### src/sv/spq_pkg.sv
// Shared types and codes for the sorted priority queue.
// No dependencies; compiled first.
package spq_pkg;

    // Default number of queue slots
    localparam int DEPTH_DEFAULT = 8;

    // Field widths fixed by the item format
    localparam int TAG_W  = 16;
    localparam int VAL_W  = 32;
    localparam int PRIO_W = 8;
    localparam int OCC_W  = 4;

    // Request command codes
    typedef logic [0:0] op_t;
    localparam op_t OP_INSERT = 1'b0;
    localparam op_t OP_REMOVE = 1'b1;

    // Result status codes
    typedef logic [1:0] status_t;
    localparam status_t STATUS_OK    = 2'd0;
    localparam status_t STATUS_FULL  = 2'd1;
    localparam status_t STATUS_EMPTY = 2'd2;

    // Controller to datapath commands
    typedef struct packed {
        logic    load;
        logic    insert;
        logic    remove;
        status_t status;
    } spq_cmd_t;

    // Datapath to controller status
    typedef struct packed {
        logic full;
        logic empty;
    } spq_stat_t;

endpackage

### src/sv/spq_if.sv
// Valid/ready channel interfaces for request and result beats.
// Depends on spq_pkg.
interface spq_req_if;
    logic                  valid;
    logic                  ready;
    spq_pkg::op_t          command;
    logic [15:0]           entry_tag;
    logic signed [31:0]    entry_value;
    logic [7:0]            entry_priority;

    modport source (output valid, command, entry_tag, entry_value, entry_priority,
                    input ready);
    modport sink   (input valid, command, entry_tag, entry_value, entry_priority,
                    output ready);
endinterface

interface spq_rsp_if;
    logic                  valid;
    logic                  ready;
    spq_pkg::status_t      status;
    logic [15:0]           out_tag;
    logic signed [31:0]    out_value;
    logic [7:0]            out_priority;
    logic [3:0]            occupancy;

    modport source (output valid, status, out_tag, out_value, out_priority, occupancy,
                    input ready);
    modport sink   (input valid, status, out_tag, out_value, out_priority, occupancy,
                    output ready);
endinterface

### src/sv/spq_ctrl.sv
// Handshake controller: accepts request beats, holds result valid, issues commands.
// Depends on spq_pkg.
module spq_ctrl (
    input  logic               clk,
    input  logic               rst_n,
    input  logic               in_valid,
    output logic               in_ready,
    input  spq_pkg::op_t       in_command,
    output logic               out_valid,
    input  logic               out_ready,
    input  spq_pkg::spq_stat_t stat,
    output spq_pkg::spq_cmd_t  cmd
);
    import spq_pkg::*;

    typedef enum logic [1:0] {
        ST_IDLE = 2'b01,
        ST_HOLD = 2'b10
    } state_t;

    state_t state_reg;
    state_t state_next;
    logic   accept;

    // Take a new beat whenever the result register is free or being drained
    assign in_ready = (state_reg == ST_IDLE) || out_ready;
    assign accept   = in_valid && in_ready;
    assign out_valid = (state_reg == ST_HOLD);

    // Decode the command against the current fill state
    always_comb
    begin
        cmd.load   = accept;
        cmd.insert = 1'b0;
        cmd.remove = 1'b0;
        cmd.status = STATUS_OK;
        if (in_command == OP_INSERT)
        begin
            if (stat.full)
                cmd.status = STATUS_FULL;
            else
                cmd.insert = accept;
        end
        else
        begin
            if (stat.empty)
                cmd.status = STATUS_EMPTY;
            else
                cmd.remove = accept;
        end
    end

    // Advance the result-holding state
    always_comb
    begin
        state_next = state_reg;
        unique case (state_reg)
            ST_IDLE:
            begin
                if (accept)
                    state_next = ST_HOLD;
            end
            ST_HOLD:
            begin
                if (out_ready && !accept)
                    state_next = ST_IDLE;
            end
            default: state_next = ST_IDLE;
        endcase
    end

    always_ff @(posedge clk or negedge rst_n)
    begin
        if (!rst_n)
            state_reg <= ST_IDLE;
        else
            state_reg <= state_next;
    end

endmodule

### src/sv/spq_dpath.sv
// Shift-register slot array with parallel priority compare and result register.
// Depends on spq_pkg.
module spq_dpath #(
    parameter int DEPTH = spq_pkg::DEPTH_DEFAULT
) (
    input  logic                 clk,
    input  logic                 rst_n,
    input  spq_pkg::spq_cmd_t    cmd,
    input  logic [15:0]          entry_tag,
    input  logic signed [31:0]   entry_value,
    input  logic [7:0]           entry_priority,
    output spq_pkg::spq_stat_t   stat,
    output spq_pkg::status_t     status,
    output logic [15:0]          out_tag,
    output logic signed [31:0]   out_value,
    output logic [7:0]           out_priority,
    output logic [3:0]           occupancy
);
    import spq_pkg::*;

    localparam int CW = $clog2(DEPTH + 1);

    logic [TAG_W-1:0]  slot_tag_reg   [DEPTH];
    logic [VAL_W-1:0]  slot_value_reg [DEPTH];
    logic [PRIO_W-1:0] slot_prio_reg  [DEPTH];
    logic [TAG_W-1:0]  slot_tag_next   [DEPTH];
    logic [VAL_W-1:0]  slot_value_next [DEPTH];
    logic [PRIO_W-1:0] slot_prio_next  [DEPTH];
    logic [DEPTH-1:0]  stay;
    logic [CW-1:0]     count_reg;
    logic [CW-1:0]     count_next;
    logic [CW+OCC_W-1:0] occ_wide;

    status_t           status_reg;
    logic [TAG_W-1:0]  out_tag_reg;
    logic [VAL_W-1:0]  out_value_reg;
    logic [PRIO_W-1:0] out_prio_reg;
    logic [OCC_W-1:0]  occ_reg;

    assign stat.full  = (count_reg == CW'(DEPTH));
    assign stat.empty = (count_reg == '0);

    // Flag held slots that keep their place on insert (equal or higher priority)
    always_comb
    begin
        for (int k = 0; k < DEPTH; k++)
            stay[k] = (CW'(k) < count_reg) && (slot_prio_reg[k] >= entry_priority);
    end

    // Per-slot next value: hold, take the new entry, or shift one place
    for (genvar k = 0; k < DEPTH; k++)
    begin : g_slot
        always_comb
        begin
            slot_tag_next[k]   = slot_tag_reg[k];
            slot_value_next[k] = slot_value_reg[k];
            slot_prio_next[k]  = slot_prio_reg[k];
            if (cmd.insert && !stay[k])
            begin
                if (k == 0)
                begin
                    slot_tag_next[k]   = entry_tag;
                    slot_value_next[k] = entry_value;
                    slot_prio_next[k]  = entry_priority;
                end
                else if (stay[(k == 0) ? 0 : k-1])
                begin
                    slot_tag_next[k]   = entry_tag;
                    slot_value_next[k] = entry_value;
                    slot_prio_next[k]  = entry_priority;
                end
                else
                begin
                    slot_tag_next[k]   = slot_tag_reg[(k == 0) ? 0 : k-1];
                    slot_value_next[k] = slot_value_reg[(k == 0) ? 0 : k-1];
                    slot_prio_next[k]  = slot_prio_reg[(k == 0) ? 0 : k-1];
                end
            end
            else if (cmd.remove && (k < DEPTH - 1))
            begin
                slot_tag_next[k]   = slot_tag_reg[(k < DEPTH - 1) ? k+1 : k];
                slot_value_next[k] = slot_value_reg[(k < DEPTH - 1) ? k+1 : k];
                slot_prio_next[k]  = slot_prio_reg[(k < DEPTH - 1) ? k+1 : k];
            end
        end
    end

    // Hold slot payload
    always_ff @(posedge clk)
    begin
        for (int k = 0; k < DEPTH; k++)
        begin
            slot_tag_reg[k]   <= slot_tag_next[k];
            slot_value_reg[k] <= slot_value_next[k];
            slot_prio_reg[k]  <= slot_prio_next[k];
        end
    end

    // Advance the entry count
    always_comb
    begin
        count_next = count_reg;
        if (cmd.insert)
            count_next = count_reg + CW'(1);
        else if (cmd.remove)
            count_next = count_reg - CW'(1);
    end

    always_ff @(posedge clk or negedge rst_n)
    begin
        if (!rst_n)
            count_reg <= '0;
        else
            count_reg <= count_next;
    end

    assign occ_wide = {{OCC_W{1'b0}}, count_next};

    // Load the result register on every accepted beat
    always_ff @(posedge clk)
    begin
        if (cmd.load)
        begin
            status_reg <= cmd.status;
            occ_reg    <= occ_wide[OCC_W-1:0];
            if (cmd.remove)
            begin
                out_tag_reg   <= slot_tag_reg[0];
                out_value_reg <= slot_value_reg[0];
                out_prio_reg  <= slot_prio_reg[0];
            end
            else
            begin
                out_tag_reg   <= '0;
                out_value_reg <= '0;
                out_prio_reg  <= '0;
            end
        end
    end

    assign status       = status_reg;
    assign out_tag      = out_tag_reg;
    assign out_value    = out_value_reg;
    assign out_priority = out_prio_reg;
    assign occupancy    = occ_reg;

endmodule

### src/sv/sorted_priority_queue_top.sv
// Sorted priority queue top level: controller plus slot datapath.
// Depends on spq_pkg, spq_if, spq_ctrl, spq_dpath.
//
//   Channel  Dir  Beat contents
//   req      in   command, entry_tag, entry_value, entry_priority
//   rsp      out  status, out_tag, out_value, out_priority, occupancy
//
// One request beat per cycle while rsp is not stalled; each gives one result beat on the next cycle.
// The slot array compares all priorities in parallel and shifts the slots together.
// A new request is taken while the last result waits if rsp is drained that cycle.
// Reset empties the queue at once; no clearing pass.
module sorted_priority_queue_top #(
    parameter int DEPTH = spq_pkg::DEPTH_DEFAULT
) (
    input logic        clk,
    input logic        rst_n,
    spq_req_if.sink    req,
    spq_rsp_if.source  rsp
);
    import spq_pkg::*;

    spq_cmd_t  cmd;
    spq_stat_t stat;

    spq_ctrl u_ctrl (
        .clk        (clk),
        .rst_n      (rst_n),
        .in_valid   (req.valid),
        .in_ready   (req.ready),
        .in_command (req.command),
        .out_valid  (rsp.valid),
        .out_ready  (rsp.ready),
        .stat       (stat),
        .cmd        (cmd)
    );

    spq_dpath #(
        .DEPTH (DEPTH)
    ) u_dpath (
        .clk            (clk),
        .rst_n          (rst_n),
        .cmd            (cmd),
        .entry_tag      (req.entry_tag),
        .entry_value    (req.entry_value),
        .entry_priority (req.entry_priority),
        .stat           (stat),
        .status         (rsp.status),
        .out_tag        (rsp.out_tag),
        .out_value      (rsp.out_value),
        .out_priority   (rsp.out_priority),
        .occupancy      (rsp.occupancy)
    );

endmodule

### src/flat_wrapper.sv
// flat-port wrapper written by rule: the top's interface ports become plain ports
module sorted_priority_queue_top_flat import spq_pkg::*;
#(
    parameter int DEPTH = spq_pkg::DEPTH_DEFAULT
)
  (clk, rst_n, req_valid, req_command, req_entry_tag, req_entry_value, req_entry_priority, req_ready, rsp_valid, rsp_status, rsp_out_tag, rsp_out_value, rsp_out_priority, rsp_occupancy, rsp_ready);
  spq_req_if req_i ();
  spq_rsp_if rsp_i ();
  input logic clk;
  input logic rst_n;
  input wire logic [$bits(req_i.valid)-1:0] req_valid;
  input wire logic [$bits(req_i.command)-1:0] req_command;
  input wire logic [$bits(req_i.entry_tag)-1:0] req_entry_tag;
  input wire logic [$bits(req_i.entry_value)-1:0] req_entry_value;
  input wire logic [$bits(req_i.entry_priority)-1:0] req_entry_priority;
  output wire logic [$bits(req_i.ready)-1:0] req_ready;
  output wire logic [$bits(rsp_i.valid)-1:0] rsp_valid;
  output wire logic [$bits(rsp_i.status)-1:0] rsp_status;
  output wire logic [$bits(rsp_i.out_tag)-1:0] rsp_out_tag;
  output wire logic [$bits(rsp_i.out_value)-1:0] rsp_out_value;
  output wire logic [$bits(rsp_i.out_priority)-1:0] rsp_out_priority;
  output wire logic [$bits(rsp_i.occupancy)-1:0] rsp_occupancy;
  input wire logic [$bits(rsp_i.ready)-1:0] rsp_ready;
  assign req_i.valid = req_valid;
  assign req_i.command = req_command;
  assign req_i.entry_tag = req_entry_tag;
  assign req_i.entry_value = req_entry_value;
  assign req_i.entry_priority = req_entry_priority;
  assign req_ready = req_i.ready;
  assign rsp_valid = rsp_i.valid;
  assign rsp_status = rsp_i.status;
  assign rsp_out_tag = rsp_i.out_tag;
  assign rsp_out_value = rsp_i.out_value;
  assign rsp_out_priority = rsp_i.out_priority;
  assign rsp_occupancy = rsp_i.occupancy;
  assign rsp_i.ready = rsp_ready;
  sorted_priority_queue_top #(.DEPTH(DEPTH)) u_core (.clk(clk), .rst_n(rst_n), .req(req_i), .rsp(rsp_i));
endmodule
### config.mk
export PLATFORM = sky130hd
export DESIGN_NAME = sorted_priority_queue_top_flat
export DESIGN_NICKNAME = d
export VERILOG_FILES = /design/src/sv/spq_pkg.sv /design/src/sv/spq_if.sv /design/src/sv/spq_ctrl.sv /design/src/sv/spq_dpath.sv /design/src/sv/sorted_priority_queue_top.sv /design/src/flat_wrapper.sv
export SDC_FILE = /design/constraint.sdc
export NUM_CORES = 1
export LEC_CHECK = 0
export BUFFER_PORTS_ARGS = -buffer_cell sky130_fd_sc_hd__buf_2
export CAP_MARGIN = 20
export CORE_ASPECT_RATIO = 0.8
export CORE_MARGIN = 4
export CORE_UTILIZATION = 55
export CTS_BUF_LIST = sky130_fd_sc_hd__clkbuf_8
export CTS_CLUSTER_SIZE = 14
export DETAILED_ROUTE_END_ITERATION = 7
export PLACE_DENSITY = 0.76
export SYNTH_ARGS = -nofsm -noshare
export SYNTH_HDL_FRONTEND = slang
export SYNTH_SLANG_ARGS = --single-unit
### constraint.sdc
create_clock -name clk -period 11.2 [get_ports clk]
set_input_delay 1.68 -clock clk [delete_from_list [all_inputs] [get_ports clk]]
set_output_delay 1.68 -clock clk [all_outputs]
set_load 0.05 [all_outputs]
======== Yosys cells after proc, flatten, opt, wreduce, memory -nomap -nowiden ========
Memory sizes are Yosys's and may differ from the RTL's.
Cells that the tools add are included.
word-level totals
  bits in registers ....................... 68
  memory bits (writable) .................. 448
  input bits .............................. 61
  output and inout bits ................... 64
  word-level logic and storage cells ...... 141
  memories kept ........................... 3
cells by class
  add/subtract/negate cells ............... 2
  $lt $le $gt $ge ......................... 16
  equal/unequal tests ..................... 5
  mux-type cells .......................... 78
  reduce and logical (&&, ||, !) cells .... 30
memory list
  name                           words  bits a word  rd ports  clocked after Yosys merged registers in  write ports  RTL line         source
  u_core.u_dpath.slot_value_reg  8      32           8         0                                        8            spq_dpath.sv:24  logic [VAL_W-1:0] slot_value_reg [DEPTH];
  u_core.u_dpath.slot_tag_reg    8      16           8         0                                        8            spq_dpath.sv:23  logic [TAG_W-1:0] slot_tag_reg [DEPTH];
  u_core.u_dpath.slot_prio_reg   8      8            8         0                                        8            spq_dpath.sv:25  logic [PRIO_W-1:0] slot_prio_reg [DEPTH];
operators with widths
  operator                                                             number
  32-bit 2-to-1 mux                                                    22
  16-bit 2-to-1 mux                                                    22
  8-bit 2-to-1 mux                                                     22
  8-bit >= comparator                                                  8
  1-bit logical AND                                                    18
  3-bit by 4-bit < comparator with 1-bit output, first input constant  4
  1-bit logical NOT                                                    9
  1-bit by 4-bit < comparator with 1-bit output, first input constant  2
  2-bit by 4-bit < comparator with 1-bit output, first input constant  2
  2-bit 2-to-1 mux                                                     4
  4-bit 2-to-1 mux                                                     2
  1-bit 2-to-1 mux                                                     5
  4-bit by 1-bit adder with 4-bit output, second input constant        1
  4-bit == test, second input constant                                 1
  4-bit logical NOT                                                    1
  2-bit one-hot mux with 2 select lines                                1
  4-bit by 1-bit subtractor with 4-bit output, second input constant   1
  2-bit by 1-bit == test with 1-bit output, second input constant      1
  2-bit == test, second input constant                                 1
  2-bit by 1-bit != test with 1-bit output, second input constant      1
  2-bit != test, second input constant                                 1
  2-bit AND reduction                                                  1
  1-bit logical OR                                                     1

======== Depth between registers and ports, before layout ========
Gate-level depths: netlist (run 1).
  depth in word-level cells ............... 7
  mapped depth ............................ 11
  depth with buffers taken out ............ 8

======== Modules after synthesis ========
From an unflattened synthesis (run 1), not the netlist that was laid out.
unflattened totals
  cell total of the unflattened synthesis .. 2987
  area total of the unflattened synthesis .. 31412.6 µm²
by module, submodules not included
  module     instances  cells each  area each (µm²)  sequential area each (µm²)
  spq_dpath  1          2970        31240.0          15414.8
  spq_ctrl   1          17          172.7            51.3

======== Worst setup path before layout (run 1) ========
No wires, ideal clock.
  path kind ............................... input to register
  from .................................... in req_entry_priority[1]
  to ...................................... mem u_core.u_dpath.slot_prio_reg[7][0] (netlist: u_core.u_dpath.slot_prio_reg[1][24]) (enable)
  library setup time ...................... 0.488 ns
  arrival ................................. 5.445 ns
  data required time ...................... 10.712 ns
  setup slack ............................. 5.267 ns
  stages on the path ...................... 7
  buffers on the path ..................... 0
  cells stage by stage .................... inv_1 -> ha_1 -> a21o_1 -> a21o_1 -> a21oi_1 -> o211ai_1 -> a21oi_1
RTL lines
  what                RTL line            source
  start: declaration  flat_wrapper.sv:15  input wire logic [$bits(req_i.entry_priority)-1:0] req_entry_priority;
  end: declaration    spq_dpath.sv:25

==> results of run 1 <==
==> worst min-delay path by stage <==
stage | to | cells after the start
floorplan | u_core.u_dpath.slot_tag_reg[1][16] | 2
global placement | u_core.u_dpath.slot_value_reg[1][35] | 2
detailed placement | u_core.u_dpath.slot_tag_reg[1][17] | 2
CTS | u_core.u_dpath.out_tag[9] | 1
global route | u_core.u_dpath.slot_value_reg[1][26] | 2
finish | u_core.u_dpath.slot_tag_reg[1][17] | 2
==> layout make-up <==
cell class              count  area [µm²]
diodes                      5       12.51
fillers                  3505       17580
clock buffers              87        1197
well taps                 612       765.7
clock inverters            66       324.1
repair buffers            158       895.9
multi-input cells        1393        9818
inverters                  26       98.84
flip-flops and latches    516       15470
==> worst max-delay path: stages <==
cell and delay (ns):
buf_2 0.30, ha_1 0.29, nand2b_1 0.15, a2111o_1 0.45
a32oi_4 0.90, nand2_4 0.50, nand2_2 0.83, buf_4 0.57
==> Yosys cell counts, types with 3 or more instances <==
cell type / number / share of area [%]
a2111oi_0: 3 / 0.10
a21o_1: 5 / 0.14
a21oi_1: 144 / 2.8
and2_1: 55 / 1.3
buf_2: 64 / 1.2
buf_4: 23 / 0.67
buf_6: 4 / 0.17
clkbuf_1: 38 / 0.55
dfrtp_1: 5 / 0.48
edfxtp_1: 510 / 59
ha_1: 67 / 3.2
inv_1: 26 / 0.38
mux2_1: 6 / 0.26
mux2_2: 76 / 3.3
mux2_4: 23 / 1.3
mux2i_1: 329 / 13
nand2_1: 251 / 3.6
nand2b_1: 11 / 0.27
nand3_1: 3 / 0.058
nand4_1: 5 / 0.12
nor2_1: 127 / 1.8
nor3_1: 4 / 0.077
o21a_1: 3 / 0.087
o21ai_0: 154 / 3.0
o21ai_1: 91 / 1.8
or2_2: 3 / 0.072
==> report_power, final <==
part	total (mW)	switching, mW	internal, mW
clock	1.53	0.776	0.750
sequential	3.26	0.298	2.96
combinational	2.73	1.74	0.986
total	7.51	2.81	4.69
==> cells by family after synthesis <==
logic type	after synthesis	share of synthesized area [%]
AOI/OAI and AO/OA	420	8.593
xor gates and xnor gates	2	0.06764
adders and majority gates	67	3.236
buffers and inverters	156	3.033
DFF	516	59.71
muxes	434	17.61
and+or+nand+nor	470	7.753
==> per-stage QoR <==
stage	cell area (µm²)	util, %
3_3_place_gp	27020	58.53
3_5_place_dp	27040	58.59
6_report	28580	61.92
4_1_cts	28570	61.89
2_1_floorplan	25900	-
5_1_grt	28580	61.91
==> metal layers <==
metal	vias up	share of wire [%]
li1	7896	-
met1	8578	43
met2	769	46
met3	128	8.1
met4	8	2.6
met5	-	0.082
==> insert_results.sql, run 1 <==
INSERT INTO impl_metrics (metric_group, metric, value, unit) VALUES
('timing', 'final_min_period_over_clock_period', '48.13', '%'),
('flow_run', 'max-cap-violations', '0', ''),
('yosys', 'syn-cell-area', '25900', 'µm²'),
('global_routing', 'overflow', '0', ''),
('yosys', 'async_flop_share', '1.163', '%'),
('layout', 'final_common_cell', 'edfxtp_1', ''),
('status', 'outcome', 'finished clean', ''),
('drt', 'vias_per_cell', '6.070', ''),
('timing', 'hold_viol', '0', ''),
('timing', 'maxSlewViolCount', '0', ''),
('critical_path', 'worstSetupEndpointType', 'flop', ''),
('yosys', 'syn_avg_cell_area', '12.54', 'µm²'),
('floorplan', 'die_h', '202.1', 'µm'),
('yosys', 'net_count_synth', '2193', ''),
('global_routing', 'met1_usage', '35.28', '%'),
('clock_tree', 'cts.sink_count', '516', ''),
('timing', 'fin_hold_ws', '0.5544', 'ns'),
('timing', 'fin_ws', '5.809', 'ns'),
('clock_tree', 'cts_htree_levels', '3', ''),
('clock_tree', 'post_cts.repair.setup_buffers', '0', ''),
('floorplan', 'initial_utilization', '56.12', '%'),
('yosys', 'synth_cell_types', '51', ''),
('drt', 'detailedRoute.firstIterationViolations', '1710', ''),
('timing', 'setup_repair_after_global_routing_missed_its_margin', 'no', ''),
('critical_path', 'critical_path_required', '11.50', 'ns'),
('power_and_ir_drop', 'power-per-cell-area', '262.6', 'nW/µm²'),
('layout', 'layout_common_cells', '510 x edfxtp_1, 329 x mux2i_1, 246 x nand2_1, 154 x o21ai_0, 143 x a21oi_1', ''),
('critical_path', 'worst_setup_path_start', 'req_entry_priority[0]', ''),
('critical_path', 'startpoint_class_of_the_critical_path', 'input port', ''),
('min_path', 'min-delay-path-class', 'reg2reg', ''),
('yosys', 'synth_edf_count', '510', ''),
('layout', 'flow.area_growth_from_synthesis', '10.33', '%'),
('placed_design', 'routabilityCongestion', '0.8720', ''),
('global_routing', 'grt_use_met2', '40.55', '%'),
('layout', 'drive_above_1_share', '17.76', '%'),
('yosys', 'ys_ff_latch', '516', ''),
('global_routing', 'via_count_of_the_first_global_routing_pass', '17540', ''),
('critical_path', 'worst-endpoint-arrival', '5.69', 'ns'),
('clock_tree', 'cts_tree', 'built', ''),
('global_routing', 'track_usage', '25.48', '%'),
('layout', 'finish.net_count', '2307', ''),
('clock_tree', 'post_cts.resized_instances', '0', ''),
('placed_design', 'io_buffers', '124', ''),
('drt', 'routed-via-count', '17380', ''),
('critical_path', 'worstPathMaxFanout', '44', ''),
('critical_path', 'worst-r2r-setup-slack', '6.72', 'ns'),
('placed_design', 'numPlacedInstances', '2705', ''),
('layout', 'largest_reg_flops', '256', ''),
('drt', 'routed_wirelength', '65820', 'µm'),
('yosys', 'ys_seq_area_share', '59.71', '%'),
('yosys', 'ys.flop_type', 'edfxtp_1', ''),
('power_and_ir_drop', 'ir_drop', '0.1646', 'mV'),
('floorplan', 'die_area', '50660', 'µm²'),
('global_routing', 'grt_start_max_net_pins', '71', ''),
('drt', 'drc', '0', ''),
('min_path', 'hold_path.startpoint', 'u_core.u_dpath.slot_tag_reg[1][33]', ''),
('critical_path', 'crit_path_end', 'u_core.u_dpath.slot_tag_reg[0][49]', ''),
('power_and_ir_drop', 'totalPowerFinal', '7.506', 'mW'),
('clock_tree', 'number_of_clock_buffers_inserted_by_tritoncts', '84', ''),
('floorplan', 'coreArea', '46160', 'µm²'),
('drt', 'routed_wire_length_per_instance', '22.99', 'µm'),
('critical_path', 'timing_worst_setup_path_type', 'in2reg', ''),
('yosys', 'yosysWarningCount', '0', ''),
('global_routing', 'first_pass_grt_wire_length', '101200', 'µm'),
('global_routing', 'grt_antenna_before_repair', '8', ''),
('clock_tree', 'clk_path_buf_depth', '3', ''),
('placed_design', 'detailedPlace.worstSlack', '5.126', 'ns'),
('timing', 'tns', '0', 'ns'),
('timing', 'setup_skew', '0.02905', 'ns'),
('clock_tree', 'worstSkewPairLatency', '0.68', 'ns'),
('clock_tree', 'clkTransAtPathRegs', '0.06', 'ns');
Power figures use the tool's default switching activity.
==> inputs of run 2 (changes only) <==
==> constraint.sdc (replaced) <==
create_clock -name clk -period 5.6 [get_ports clk]
set_input_delay 0.84 -clock clk [delete_from_list [all_inputs] [get_ports clk]]
set_output_delay 0.84 -clock clk [all_outputs]
set_load 0.05 [all_outputs]
==> run 2 against run 1 <==
  * Critical path depth rose by 2
  * Clock power increased by 97%
  * Count of clock-buffer cells in the layout is 2 lower
  * Total power up 100%
  * Final cell count up 0.14%
  * Utilization grew 0.22 points
  * Global-route usage grew 0.17 points
  * Non-clock buffer count grew 5
  * Wire length is 0.99% higher
  * First-iteration DRC count down 0.82%
  * Clock skew up 0.0049 ns
  * Highest routed layer unchanged
==> insert_results.sql, run 2 (synthesis results as in run 1) <==
INSERT INTO impl_metrics (metric_group, metric, value, unit) VALUES
('clock_tree', 'clkTransAtPathRegs', '0.06', 'ns'),
('global_routing', 'grt_antenna_before_repair', '4', ''),
('timing', 'tns', '0', 'ns'),
('status', 'outcome', 'finished clean', ''),
('placed_design', 'numPlacedInstances', '2708', ''),
('clock_tree', 'cts.sink_count', '516', ''),
('placed_design', 'routabilityCongestion', '0.8879', ''),
('timing', 'maxSlewViolCount', '0', ''),
('drt', 'routed_wire_length_per_instance', '23.18', 'µm'),
('timing', 'slew_headroom', '33.27', '%'),
('floorplan', 'initial_utilization', '56.12', '%'),
('timing', 'final_min_period_over_clock_period', '65.47', '%'),
('layout', 'instances_no_fill', '2867', ''),
('placed_design', 'io_buffers', '124', ''),
('timing', 'hold_viol', '0', ''),
('global_routing', 'grt_start_max_net_pins', '113', ''),
('power_and_ir_drop', 'ir_drop', '0.3848', 'mV'),
('drt', 'routed-via-count', '17370', ''),
('clock_tree', 'worstSkewPairLatency', '0.68', 'ns'),
('clock_tree', 'clk_path_buf_depth', '3', ''),
('drt', 'detailedRoute.firstIterationViolations', '1696', ''),
('clock_tree', 'number_of_clock_buffers_inserted_by_tritoncts', '83', ''),
('critical_path', 'critical-path-top-cell-by-count', 'buf_4', ''),
('flow_run', 'max-cap-violations', '0', ''),
('global_routing', 'track_usage', '25.66', '%'),
('power_and_ir_drop', 'static-leakage-power', '11.43', 'nW'),
('floorplan', 'die_h', '202.1', 'µm'),
('global_routing', 'overflow', '0', ''),
('clock_tree', 'post_cts.repair.setup_buffers', '0', ''),
('timing', 'fin_hold_ws', '0.4929', 'ns'),
('critical_path', 'worstPathMaxFanout', '29', ''),
('timing', 'setup_repair_after_global_routing_missed_its_margin', 'no', ''),
('critical_path', 'startpoint_class_of_the_critical_path', 'input port', ''),
('floorplan', 'die_area', '50660', 'µm²'),
('layout', 'drive_above_1_share', '17.31', '%'),
('drt', 'routed_wirelength', '66470', 'µm'),
('global_routing', 'via_count_of_the_first_global_routing_pass', '17350', ''),
('critical_path', 'worstSetupEndpointType', 'flop', ''),
('global_routing', 'first_pass_grt_wire_length', '101500', 'µm'),
('layout', 'finish.net_count', '2311', ''),
('drt', 'drt_first_pass_iters', '6', ''),
('layout', 'flow.area_growth_from_synthesis', '10.72', '%'),
('drt', 'ant_nets', '0', ''),
('floorplan', 'std_cell_rows', '70', ''),
('critical_path', 'worst-endpoint-arrival', '4.04', 'ns'),
('timing', 'timing.final.crit_period', '3.666', 'ns'),
('critical_path', 'critical_path_required', '5.97', 'ns'),
('timing', 'tightest_slew', '1.001', 'ns'),
('drt', 'vias_per_cell', '6.059', ''),
('floorplan', 'die-width', '250.6', 'µm'),
('critical_path', 'timing.critical_path.cells', 'buf_2, inv_1, ha_1, o21ai_0, a2111oi_0, o21a_4, buf_4, buf_4, mux2i_1, o21ai_1', ''),
('critical_path', 'worst_path_max_delay_cell', 'buf_4', ''),
('placed_design', 'hpwl', '39230', 'µm'),
('power_and_ir_drop', 'totalPowerFinal', '15.06', 'mW'),
('min_path', 'min-delay-path-class', 'in2reg', ''),
('clock_tree', 'cts_htree_levels', '3', ''),
('critical_path', 'worst_stage_delay_on_the_critical_path', '0.64', 'ns'),
('critical_path', 'timing_worst_setup_path_type', 'in2reg', ''),
('layout', 'layout.core_utilization', '62.14', '%'),
('timing', 'fmax', '272.8', 'MHz'),
('drt', 'drc', '0', ''),
('layout', 'largest_reg_flops', '256', ''),
('timing', 'setup-violations-final', '0', ''),
('clock_tree', 'root_buffer_master', 'clkbuf_8', ''),
('layout', 'final_common_cell', 'edfxtp_1', ''),
('power_and_ir_drop', 'power-per-cell-area', '525.1', 'nW/µm²'),
('floorplan', 'coreArea', '46160', 'µm²'),
('floorplan', 'ioPinCount', '125', ''),
('layout', 'layout_common_cells', '510 x edfxtp_1, 329 x mux2i_1, 246 x nand2_1, 154 x o21ai_0, 143 x a21oi_1', ''),
('timing', 'setup_skew', '0.03397', 'ns'),
('clock_tree', 'cts_tree', 'built', '');
run 2: changes by cell type in the layout (fill, tap and decap cells not counted), sizes merged:
cell         delta
clkinv          -6
buf             +4
dlygate4sd3     +1
diode           -3
clkbuf          -2
inv            +10
run 2: critical path: cells and delay by family:
family	cells	cell delay (ns)
compound gates	4	0.96
buf+inv	4	1.54
fa+ha+maj	1	0.35
mux	1	0.28
run 2: where the power goes:
part / total [mW] / internal (mW) / switching, mW / leakage [nW]
Combinational: 5.53 / 2.03 / 3.50 / 5.66
Sequential: 6.52 / 5.91 / 0.616 / 4.90
Clock: 3.01 / 1.47 / 1.54 / 0.865
Total: 15.1 / 9.40 / 5.66 / 11.4
run 2: area by class of cell:
type                            count  area [µm²]
Antenna cell                        2       5.005
Multi-Input combinational cell   1393        9818
Sequential cell                   516       15470
Timing Repair Buffer              163        1028
Clock buffer                       85        1170
Inverter                           26       98.84
Tap cell                          612       765.7
Fill cell                        3544       17480
Clock inverter                     70       329.1
run 2: final timing paths:
path	start	to	slack, ns	cells after the start
max	req_entry_priority[2]	u_core.u_dpath.slot_value_reg[0][43]	1.93	10
min	req_valid	u_core.u_ctrl.state_reg[1]	0.49	2
max reg2reg	u_core.u_dpath.count_reg[0]	u_core.u_dpath.slot_value_reg[0][117]	2.03	8
min reg2reg	u_core.u_dpath.slot_value_reg[0][27]	u_core.u_dpath.out_value[27]	0.54	1
max in group asynchronous	rst_n	u_core.u_ctrl.state_reg[0]	4.84	2
min in group asynchronous	rst_n	u_core.u_dpath.count_reg[2]	0.53	2
run 2: what timing repair did:
| action | CTS | global route |
|---|---|---|
| hold buffers | 1 | 0 |
| gates resized for setup | 0 | 0 |
| hold endpoints to repair | 5 | 0 |
| endpoints found under the setup margin | 0 | 0 |
run 2: per-layer routing:
| layer | global-route usage, % | wire length, µm | vias up |
|---|---|---|---|
| li1 | - | - | 7894 |
| met3 | 5.146 | 5374 | 127 |
| met1 | 36.83 | 28960 | 8583 |
| met2 | 39.96 | 30480 | 762 |
| met5 | 0 | 30 | - |
| met4 | 7.823 | 1623 | 6 |
run 2: stage by stage:
step	instance area [µm²]	setup slack (ns)
2_1_floorplan	25900	0.5072
3_3_place_gp	27150	1.515
3_5_place_dp	27150	1.360
4_1_cts	28660	2.061
5_1_grt	28680	1.856
6_report	28680	1.934
